## config.mk

```make
export PLATFORM = sky130hd
export DESIGN_NAME = krqs_stack
export DESIGN_NICKNAME = d
export VERILOG_FILES = /design/src/rtl/krqs_stack.sv
export SDC_FILE = /design/constraint.sdc
export NUM_CORES = 1
export LEC_CHECK = 0
export CAP_MARGIN = 5
export CORE_MARGIN = 3
export CORE_UTILIZATION = 55
export DETAILED_ROUTE_END_ITERATION = 10
export DONT_BUFFER_PORTS = 1
export HOLD_SLACK_MARGIN = 0.03
export PLACE_DENSITY = 0.7
export SLEW_MARGIN = 25
export SYNTH_ARGS = -nofsm -noshare
export SYNTH_HDL_FRONTEND = slang
export SYNTH_SLANG_ARGS = --single-unit
```

## constraint.sdc

```tcl
create_clock -name clk -period 4.5 [get_ports clk]
set_input_delay 0.225 -clock clk [delete_from_list [all_inputs] [get_ports clk]]
set_output_delay 0.225 -clock clk [all_outputs]
set_load 0.01 [all_outputs]
```

## src/rtl/krqs_stack.sv

```systemverilog
// krqs_stack: lo/hi range stack memory for the sort sequencer
// depends on nothing
module krqs_stack #(
  parameter int Depth = 64,
  parameter int IW = 7,
  localparam int AW = (Depth > 1) ? $clog2(Depth) : 1
) (
  input  logic            clk,
  input  logic            we,
  input  logic [AW-1:0]   waddr,
  input  logic [2*IW-1:0] wdata,
  input  logic [AW-1:0]   raddr,
  output logic [2*IW-1:0] rdata
);
  logic [2*IW-1:0] mem [Depth];

  always_ff @(posedge clk) begin
    if (we) begin
      mem[waddr] <= wdata;
    end
    rdata <= mem[raddr];
  end
endmodule

```

==> flow_summary_export.csv, run 1 <==
group,metric,value,unit
outcome,outcome,"completed",
floorplan,coreArea,62200,um2
placed_design,final_replace_weighted_congestion,0.825,
timing,max_slew_margin,30.5,%
pwr,power_per_cell_area,446,nW/um2
global_route,gr-usage-all-layers,23.9,%
synth,syn-mean-instance-area,22.2,um2
pwr,cellInternalPower,0.0141,W
hold_path,worst_hold_startpoint,"raddr[0]",
finish,antenna_diode_count,0,
finish,instances_no_fill,2551,
synth,yosysWarnings,0,
detailed_routing,wire_per_inst,30.4,um
timing,post-route-period-util,64.1,%
timing,finalWorstPathRequiredPeriod,2880,ps
timing,fin_setup_tns,0,ps
synth,synth_fp_nets,1599,
timing,fmax,347,MHz
detailed_routing,wirelength,77600,um
pwr,combinationalPowerShare,4.0,%
cts,numClockSinks,910,
pwr,power.share.switching,19.7,%
setup_path,critPathRequiredTime,5020,ps
hold_path,timing.hold.worst_endpoint,"rdata[4]",
synth,synthTopCellsByArea,"edfxtp_1 (77%), mux4_2 (14%), nor2_1 (0.90%)",
setup_path,endpoint_kind,"flip-flop",
detailed_routing,remaining_drc_errors,0,
setup_path,timing.setup.critical_path_class,"reg2reg",
synth,synth_top_cell_by_area,"edfxtp_1",
floorplan,start_util,56.1,%
detailed_routing,detail_route.first_pass.iterations,5,
floorplan,floorplan.die_area,66500,um2
synth,ys_dominant_reg_cell,"edfxtp_1",
synth,post_synth_most_frequent_cells,"edfxtp_1 (896), mux4_2 (224), nor2_1 (84), nand2_1 (34), clkbuf_1 (29)",
floorplan,die_y,258,um
pwr,power.share.sequential,53.6,%
setup_path,worst_r2r_endpoint,"rdata[6]",
cts,clk_transition_reported_paths,60,ps
setup_path,r2r_slack,1620,ps
synth,synthesis.instances,1571,
cts,max-clock-path-buffers,3,
finish,fin_area,39300,um2
cts,cts_buffers,87,
cts,cts-htree-levels,3,
placed_design,dp.final_hpwl,42200,um
cts,clk_latency,630,ps
cts,post-cts-setup-buffer-count,0,
setup_path,arrival,3400,ps
floorplan,std_cell_rows,91,
finish,num-nets-final,1674,
timing,timing.final.max_slew_violations,0,
pwr,vdd_ir_drop_max,0.424,mV
cts,postCtsResizedCells,0,
timing,setup_violations,0,
synth,synth_cell_type_count,35,
detailed_routing,vias_per_cell,6.43,
synth,synth.most_common_cell,"edfxtp_1",
cts,cts_hold_buffers,39,
timing,worst-slew-pin-transition,1040,ps
global_route,gr-total-overflow,0,
floorplan,io_pins,42,
setup_path,path_max_fanout,1,
placed_design,io_port_bufs,0,
job,drv_cap,0,
pwr,power.static_leakage,12.2,nW
cts,cts_tree,"yes",
synth,syn_std_cell_area,34900,um2
timing,clock_skew,15.0,ps
synth,synth_edf_count,896,
setup_path,crit-reg2reg-launch,"mem[55][6]",
setup_path,crit_path_start_kind,"flip-flop",
finish,fill_cells,4170,
synth,ys_async_sr_fraction,0,%
finish,layout_cells_sized_above_1,26.4,%
placed_design,place_area,35700,um2
pwr,power.net_switching,0.00345,W
floorplan,chipWidth,258,um
global_route,first_global_vias,16348,
setup_path,worstRegToRegCells,6,
detailed_routing,route.vias.total,16412,
timing,finalHoldViolCount,0,
global_route,grt_start_max_net_pins,213,
detailed_routing,ant_nets,0,
placed_design,count_of_placed_standard_cells_including_taps,2354,
timing,holdWs,41.9,ps
hold_path,hold_depth,2,
finish,post-route-util,63.2,%
global_route,grt_antenna_before_repair,3,
detailed_routing,detail_route.iter0.violations,2081,
synth,yosysTopAreaCellShare,77.1,%
synth,synth-seq-area-share,77.9,%
finish,area.growth.synth_to_final,12.7,%
cts,clockRootBuffer,"clkbuf_16",
pwr,power.clock.fraction,42.3,%
timing,grt_setup_unrepaired,"false",
global_route,grt_first_pass_wirelength,115000,um
hold_path,worst_hold_path_type,"in2reg",
synth,synth.ff_latch_count,910,
[metal layers]
layer  share of wire, %  wire length [um]  global-route usage [%]
met1                 41             31900                    36.4
met4                2.9              2270                    6.91
met5              0.035                27                       0
met2                 47             36800                    35.7
met3                8.6              6640                    4.88
[area by class of cell]
cell class                 instances  area, um2  area share (%)
sequential                       910      27200            69.2
multi-input combinational        571       7240            18.4
clock buffer                     116       2450            6.24
tap                              837       1050            2.66
timing repair buffer              76        916            2.33
clock inverter                    41        468            1.19
[power groups by stage]
| stage | Sequential [W] | Clock, W | Combinational [W] |
|---|---|---|---|
| 6_report | 0.00941 | 0.00743 | 0.000709 |
| 5_1_grt | 0.00942 | 0.00785 | 0.000740 |
| 4_1_cts | 0.00941 | 0.00752 | 0.000709 |
| 3_5_place_dp | 0.00959 | 0 | 0.000484 |
| 3_3_place_gp | 0.00959 | 0 | 0.000480 |
| 2_1_floorplan | 0.00958 | 0 | 0.000475 |
[placed cells by master, fill, tap and decap left out, types with 16 or more instances in the layout]
master,synthesis,routed
mux2_2,19,19
mux4_2,224,224
clkbuf_1,29,18
nor2_2,0,29
nand2b_1,21,21
o221ai_1,17,17
nand2_1,34,34
nor2b_1,19,19
a21oi_1,16,16
buf_4,15,36
dlygate4sd3_1,0,26
o21ai_0,22,22
clkbuf_16,0,92
nor2_1,84,55
mux2i_1,21,21
edfxtp_1,896,896
a211oi_1,20,20
[metrics by stage]
stage	power, W	setup slack, ps
final	0.0175	1620
after global routing	0.0180	1520
after CTS	0.0176	1570
after detailed placement	0.0101	2180
after global placement	0.0101	1920
after floorplan	0.0101	2380
[worst max-delay path, stage by stage (launching register included)]
cell,delay (ps)
edfxtp_1,370
mux4_2,480
mux2_2,300
a211oi_1,290
dlygate4sd3_1,650
o31ai_1,80
dlygate4sd3_1,600
[cells by family (layout without fill, tap and decap cells)]
family	after synthesis	in the layout	share of synthesized area [%]
buf+inv	90	233	1.53
compound gates	126	126	2.46
mux	264	264	15.7
flops	910	910	77.9
simple gates	181	181	2.38
[how the worst max path moves through the flow]
stage	startpoint	endpoint	slack (ps)	cells after the start
CTS	mem[51][6]	rdata[6]	1570	6
detailed placement	waddr[1]	mem[27][0]	2180	3
global placement	waddr[1]	mem[27][6]	1920	3
finish	mem[55][6]	rdata[6]	1620	6
global route	mem[51][6]	rdata[6]	1520	6
floorplan	waddr[3]	mem[48][0]	2380	4
[registers in the layout, summed over array words and instances, names as in the netlist]
signal	cells
rdata	14
mem	896
Power figures use the tool's default switching activity.
==> inputs of run 2 (changes only) <==
--- a/config.mk
+++ b/config.mk
@@ -11,7 +11,7 @@
 export DETAILED_ROUTE_END_ITERATION = 10
 export DONT_BUFFER_PORTS = 1
 export HOLD_SLACK_MARGIN = 0.03
-export PLACE_DENSITY = 0.7
+export PLACE_DENSITY = 0.73
 export SLEW_MARGIN = 25
 export SYNTH_ARGS = -nofsm -noshare
 export SYNTH_HDL_FRONTEND = slang
==> constraint.sdc (replaced) <==
create_clock -name clk -period 2.55 [get_ports clk]
set_input_delay 0.1275 -clock clk [delete_from_list [all_inputs] [get_ports clk]]
set_output_delay 0.1275 -clock clk [all_outputs]
set_load 0.01 [all_outputs]
==> run 2 against run 1 <==
  * First-iteration DRC count increased by 6.2%
  * Cell area grew 1.1%
  * Cell count up 3.1%
  * Worst setup slack got worse by 1500 ps
  * Maximum frequency increased by 21%
  * Utilization grew 0.72 points
  * Sequential power up 76%
  * Clock power increased by 74%
  * Power grew 76%
  * Wire length is 4.5% higher
  * Combinational power up 82%
  * Clock-buffer cell count shrank 9
  * Highest routed layer is now met4
==> flow_summary_export.csv, run 2 (synthesis results as in run 1) <==
group,metric,value,unit
floorplan,start_util,56.1,%
finish,layout_cells_sized_above_1,27.8,%
placed_design,dp.final_hpwl,43100,um
finish,number_of_flip_flops_under_the_largest_register_name,896,
setup_path,endpoint_kind,"flip-flop",
detailed_routing,vias_per_cell,6.45,
finish,instances_no_fill,2630,
detailed_routing,route.vias.total,16955,
floorplan,chipWidth,258,um
global_route,grt_first_pass_wirelength,120000,um
global_route,grt_start_max_net_pins,211,
pwr,vdd_ir_drop_max,1.14,mV
timing,clock_skew,18.6,ps
setup_path,critical-path-max-stage-delay,560,ps
cts,cts_tree,"yes",
timing,timing.final.max_slew_violations,0,
cts,clk_transition_reported_paths,60,ps
detailed_routing,wirelength,81100,um
detailed_routing,remaining_drc_errors,0,
placed_design,count_of_placed_standard_cells_including_taps,2416,
global_route,grtUsageMet3,6.50,%
detailed_routing,wire_per_inst,30.8,um
timing,fmax,419,MHz
timing,grt_setup_unrepaired,"false",
setup_path,arrival,2910,ps
finish,num-nets-final,1746,
finish,top_regs,"mem x896, rdata x14",
setup_path,crit_path_start_kind,"flip-flop",
detailed_routing,ant_nets,0,
global_route,gr-total-overflow,0,
finish,fin_area,39800,um2
placed_design,io_port_bufs,0,
global_route,first_global_vias,17208,
hold_path,worst_hold_startpoint,"raddr[3]",
setup_path,timing.setup.critical_path_class,"reg2reg",
timing,post-route-period-util,93.7,%
floorplan,die_y,258,um
timing,worst-slew-pin-transition,1120,ps
placed_design,final_replace_weighted_congestion,0.821,
global_route,grt_antenna_before_repair,2,
global_route,gr-usage-all-layers,25.0,%
setup_path,critical_path.slowest_cell,"dlygate4sd3_1",
setup_path,path_cells,"mux4_2 -> mux2_2 -> a211oi_2 -> o31ai_1 -> dlygate4sd3_1",
global_route,grt_met2_use,39.5,%
hold_path,worst_hold_path_type,"in2reg",
finish,final_cell_mix,"edfxtp_1 (896), mux4_2 (224), buf_4 (98)",
timing,holdWs,66.3,ps
timing,max_slew_margin,25.3,%
cts,clockRootBuffer,"clkbuf_16",
cts,cts_buffers,87,
cts,clk_latency,640,ps
timing,setup_violations,0,
job,drv_cap,0,
setup_path,path_max_fanout,1,
timing,fin_setup_tns,0,ps
finish,post-route-util,64.0,%
finish,area.growth.synth_to_final,14.0,%
floorplan,coreArea,62200,um2
pwr,power_per_cell_area,776,nW/um2
cts,max-clock-path-buffers,3,
detailed_routing,detail_route.first_pass.iterations,6,
cts,cts-htree-levels,3,
finish,multi_input_comb_area,7170,um2
finish,regMostFlops,"mem",
setup_path,critPathRequiredTime,3070,ps
setup_path,crit-reg2reg-launch,"mem[48][0]",
finish,fill_cells,4104,
pwr,power.static_leakage,12.5,nW
finish,layout.area.seq,27200,um2
outcome,outcome,"completed",
detailed_routing,detail_route.iter0.violations,2209,
finish,layout_commonest_cell,"edfxtp_1",
timing,finalWorstPathRequiredPeriod,2390,ps
cts,numClockSinks,910,
floorplan,floorplan.die_area,66500,um2
floorplan,io_pins,42,
floorplan,std_cell_rows,91,
global_route,use_met1,35.5,%
global_route,global_route.peak_usage_layer,"met2",
setup_path,critical_path.startpoint,"mem[48][0]",
placed_design,place_area,36100,um2
timing,finalHoldViolCount,0,
## run 2: cell types whose count changed in the layout (fill, tap and decap cells not counted), moves of 2 or more
cell           before  now
buf_4              36   98
nor2_2             29    0
clkinv_2           13   22
clkbuf_1           18   14
clkinvlp_4          0    3
diode_2             0    2
o21ai_1             3    5
nor2_1             55   84
clkbuf_16          92   87
o21ai_0            22   20
inv_6               2    6
dlygate4sd3_1      26   34
## run 2: critical path, delay by kind of cell, from the launching register on
family                 cells  cell delay [ps]
AOI/OAI and AO/OA          2              510
muxes                      2              800
buffers and inverters      1              560
DFF                        1              410
## run 2: final cells by class
cell class              instances  area share (%)
repair buffers                148            3.74
diodes                          2          0.0126
flip-flops and latches        910            68.4
clock buffers                 107            5.82
clock inverters                55            1.38
multi-input cells             571            18.0
well taps                     837            2.63
## run 2: through the flow
step / setup slack (ps) / total power [W]
3_3_place_gp: 486 / 0.0178
5_1_grt: 90.5 / 0.0316
2_1_floorplan: 528 / 0.0177
4_1_cts: 93.8 / 0.0310
6_report: 161 / 0.0309
3_5_place_dp: 502 / 0.0178
## run 2: what timing repair did
item                        CTS  global route
gates resized for setup       0             3
hold endpoints to repair   1027             0
hold buffers                 50             0
buffers inserted              0             0
setup endpoints to repair     0             2
## run 2: routing by layer
layer | wire length [um] | vias to the layer above | part of all wire, %
met5 | 0 | - | 0
met4 | 2130 | 0 | 2.6
met3 | 9160 | 138 | 11
met2 | 39400 | 991 | 49
met1 | 30400 | 8909 | 37
li1 | - | 6917 | -
## run 2: worst paths after layout
| kind | endpoint | slack (ps) | depth (start not counted) |
|---|---|---|---|
| max | rdata[0] | 160 | 5 |
| min | rdata[10] | 70 | 4 |
| max reg2reg | rdata[0] | 160 | 5 |
| min reg2reg | rdata[8] | 880 | 4 |
## run 2: power by group
| group | switching (W) | leakage, nW | internal [W] |
|---|---|---|---|
| sequential | 0.0000888 | 8.18 | 0.0165 |
| clock | 0.00544 | 1.41 | 0.00749 |
| combinational | 0.000693 | 2.94 | 0.000599 |
==> inputs of run 3 (changes only) <==
--- a/config.mk
+++ b/config.mk
@@ -11,7 +11,7 @@
 export DETAILED_ROUTE_END_ITERATION = 10
 export DONT_BUFFER_PORTS = 1
 export HOLD_SLACK_MARGIN = 0.03
-export PLACE_DENSITY = 0.73
+export PLACE_DENSITY = 0.7
 export SLEW_MARGIN = 25
 export SYNTH_ARGS = -nofsm -noshare
 export SYNTH_HDL_FRONTEND = slang
==> constraint.sdc (replaced) <==
create_clock -name clk -period 2.85 [get_ports clk]
set_input_delay 0.1425 -clock clk [delete_from_list [all_inputs] [get_ports clk]]
set_output_delay 0.1425 -clock clk [all_outputs]
set_load 0.01 [all_outputs]
==> run 3 against run 2 <==
  * Via count fell by 1.3%
  * Flip-flop and latch count unchanged
  * Worst hold slack got worse by 14 ps
  * Combinational power shrank 13%
  * Wire length decreased by 0.92%
  * Clock power fell by 11%
  * Non-clock buffer count fell by 18
  * Worst setup slack worse by 41 ps
  * Utilization shrank 0.24 points
  * First-iteration DRC count shrank 6.6%
  * Largest power group unchanged
  * Critical endpoint is now rdata[2]
==> flow_summary_export.csv, run 3 (synthesis results as in run 1) <==
group,metric,value,unit
timing,clock_skew,22.7,ps
global_route,gr-usage-all-layers,24.7,%
cts,cts_buffers,90,
global_route,grt_first_pass_wirelength,118000,um
setup_path,critical_path.slowest_cell,"dlygate4sd3_1",
hold_path,worst_hold_startpoint,"waddr[1]",
timing,finalWorstPathRequiredPeriod,2730,ps
finish,top_regs,"mem x896, rdata x14",
floorplan,io_pins,42,
pwr,vdd_ir_drop_max,0.482,mV
floorplan,die_y,258,um
finish,area.growth.synth_to_final,13.6,%
job,drv_cap,0,
setup_path,critical_path.most_common_cell,"dlygate4sd3_1",
placed_design,dp.final_hpwl,43900,um
outcome,outcome,"completed",
finish,fill_cells,4135,
cts,clk_latency,630,ps
timing,timing.final.max_slew_violations,0,
finish,number_of_flip_flops_under_the_largest_register_name,896,
placed_design,final_replace_weighted_congestion,0.813,
cts,numClockSinks,910,
cts,cts_tree,"yes",
cts,clockRootBuffer,"clkbuf_16",
finish,layout_cells_sized_above_1,26.3,%
setup_path,path_cells,"mux4_2 -> mux2_2 -> a211oi_1 -> dlygate4sd3_1 -> o31ai_1 -> dlygate4sd3_1",
detailed_routing,wirelength,80300,um
global_route,grt_antenna_before_repair,1,
timing,worst-slew-pin-transition,931,ps
pwr,power_per_cell_area,694,nW/um2
floorplan,coreArea,62200,um2
global_route,grt_start_max_net_pins,210,
setup_path,critical-path-max-stage-delay,620,ps
setup_path,path_max_fanout,1,
placed_design,pre_cts_setup_slack,719,ps
timing,max_slew_margin,37.3,%
cts,max-clock-path-buffers,3,
timing,finalHoldViolCount,0,
setup_path,endpoint_kind,"flip-flop",
detailed_routing,vias_per_cell,6.42,
setup_path,timing.setup.critical_path_class,"reg2reg",
floorplan,chipWidth,258,um
setup_path,critPathRequiredTime,3370,ps
global_route,gr-total-overflow,0,
detailed_routing,detail_route.first_pass.iterations,5,
finish,final_cell_mix,"edfxtp_1 (896), mux4_2 (224), clkbuf_16 (95)",
hold_path,worst_hold_path_type,"in2reg",
floorplan,floorplan.die_area,66500,um2
timing,fmax,366,MHz
timing,grt_setup_unrepaired,"false",
floorplan,std_cell_rows,91,
setup_path,crit_path_start_kind,"flip-flop",
cts,clk_transition_reported_paths,60,ps
timing,setup_violations,0,
detailed_routing,remaining_drc_errors,0,
detailed_routing,detail_route.iter0.violations,2064,
timing,fin_setup_tns,0,ps
placed_design,io_port_bufs,0,
setup_path,critical_path.startpoint,"mem[51][2]",
cts,cts-htree-levels,3,
detailed_routing,route.vias.total,16732,
global_route,first_global_vias,16979,
timing,timing.final.ws_setup,120,ps
setup_path,crit-reg2reg-launch,"mem[51][2]",
pwr,power.static_leakage,12.4,nW
finish,layout_commonest_cell,"edfxtp_1",
detailed_routing,ant_nets,0,
setup_path,arrival,3250,ps
finish,num-nets-final,1731,
detailed_routing,wire_per_inst,30.8,um
timing,post-route-period-util,95.8,%
finish,regMostFlops,"mem",
floorplan,start_util,56.1,%
[run 3: cell count changes in the layout (fill, tap and decap cells not counted), moves of 2 or more]
cell	before	now
clkinv_2	22	11
buf_4	98	82
bufinv_16	10	6
inv_6	6	1
clkinvlp_4	3	0
clkbuf_16	87	95
o21ai_0	20	22
clkbuf_1	14	24
o21ai_1	5	3
[run 3: worst paths after layout]
| check | to | slack (ps) | cells past startpoint |
|---|---|---|---|
| worst max-delay path | rdata[2] | 120 | 6 |
| worst min-delay path | mem[51][4] | 50 | 3 |
| worst max register to register | rdata[2] | 120 | 6 |
| worst min register to register | rdata[3] | 880 | 3 |
[run 3: cell type report]
cell class / instances / area, um2 / area share, %
Sequential cell: 910 / 27200 / 68.6
Multi-Input combinational cell: 571 / 7170 / 18.1
Clock buffer: 125 / 2550 / 6.44
Timing Repair Buffer: 130 / 1350 / 3.41
Tap cell: 837 / 1050 / 2.64
Clock inverter: 32 / 302 / 0.761
Antenna cell: 1 / 2.50 / 0.00632
[run 3: per-stage QoR]
stage	util, %	instances	hold slack, ps	power [W]	instance area [um2]
floorplan	-	1571	241	0.0159	34900
global placement	57.9	2400	249	0.0159	36000
detailed placement	57.9	2400	249	0.0159	36000
CTS	63.7	2605	39.7	0.0276	39600
global route	63.7	2606	53.0	0.0282	39600
finish	63.7	2606	51.9	0.0275	39600
[run 3: repair_timing]
| action | in CTS | in global routing |
|---|---|---|
| setup endpoints to repair | 0 | 1 |
| resized for setup | 0 | 1 |
| hold buffers | 48 | 0 |
| buffers inserted | 0 | 0 |
| hold endpoints to repair | 1007 | 0 |
[run 3: metal layers]
metal	GRT usage, %	part of all wire, %	up-vias
met5	0	0	-
met4	7.03	2.4	0
met3	4.57	8.7	115
met2	40.1	50	818
met1	35.0	39	8921
li1	-	-	6878
[run 3: power breakdown]
group	total [W]	switching [W]	internal [W]
Combinational	0.00112	0.000602	0.000515
Sequential	0.0149	0.0000738	0.0148
Clock	0.0115	0.00473	0.00675
[run 3: critical path: cells and delay by family, from the launching register on]
kind | cells | cell delay [ps]
AO/OA/AOI/OAI | 2 | 320
buffers and inverters | 2 | 1200
flip-flops | 1 | 360
multiplexers | 2 | 740
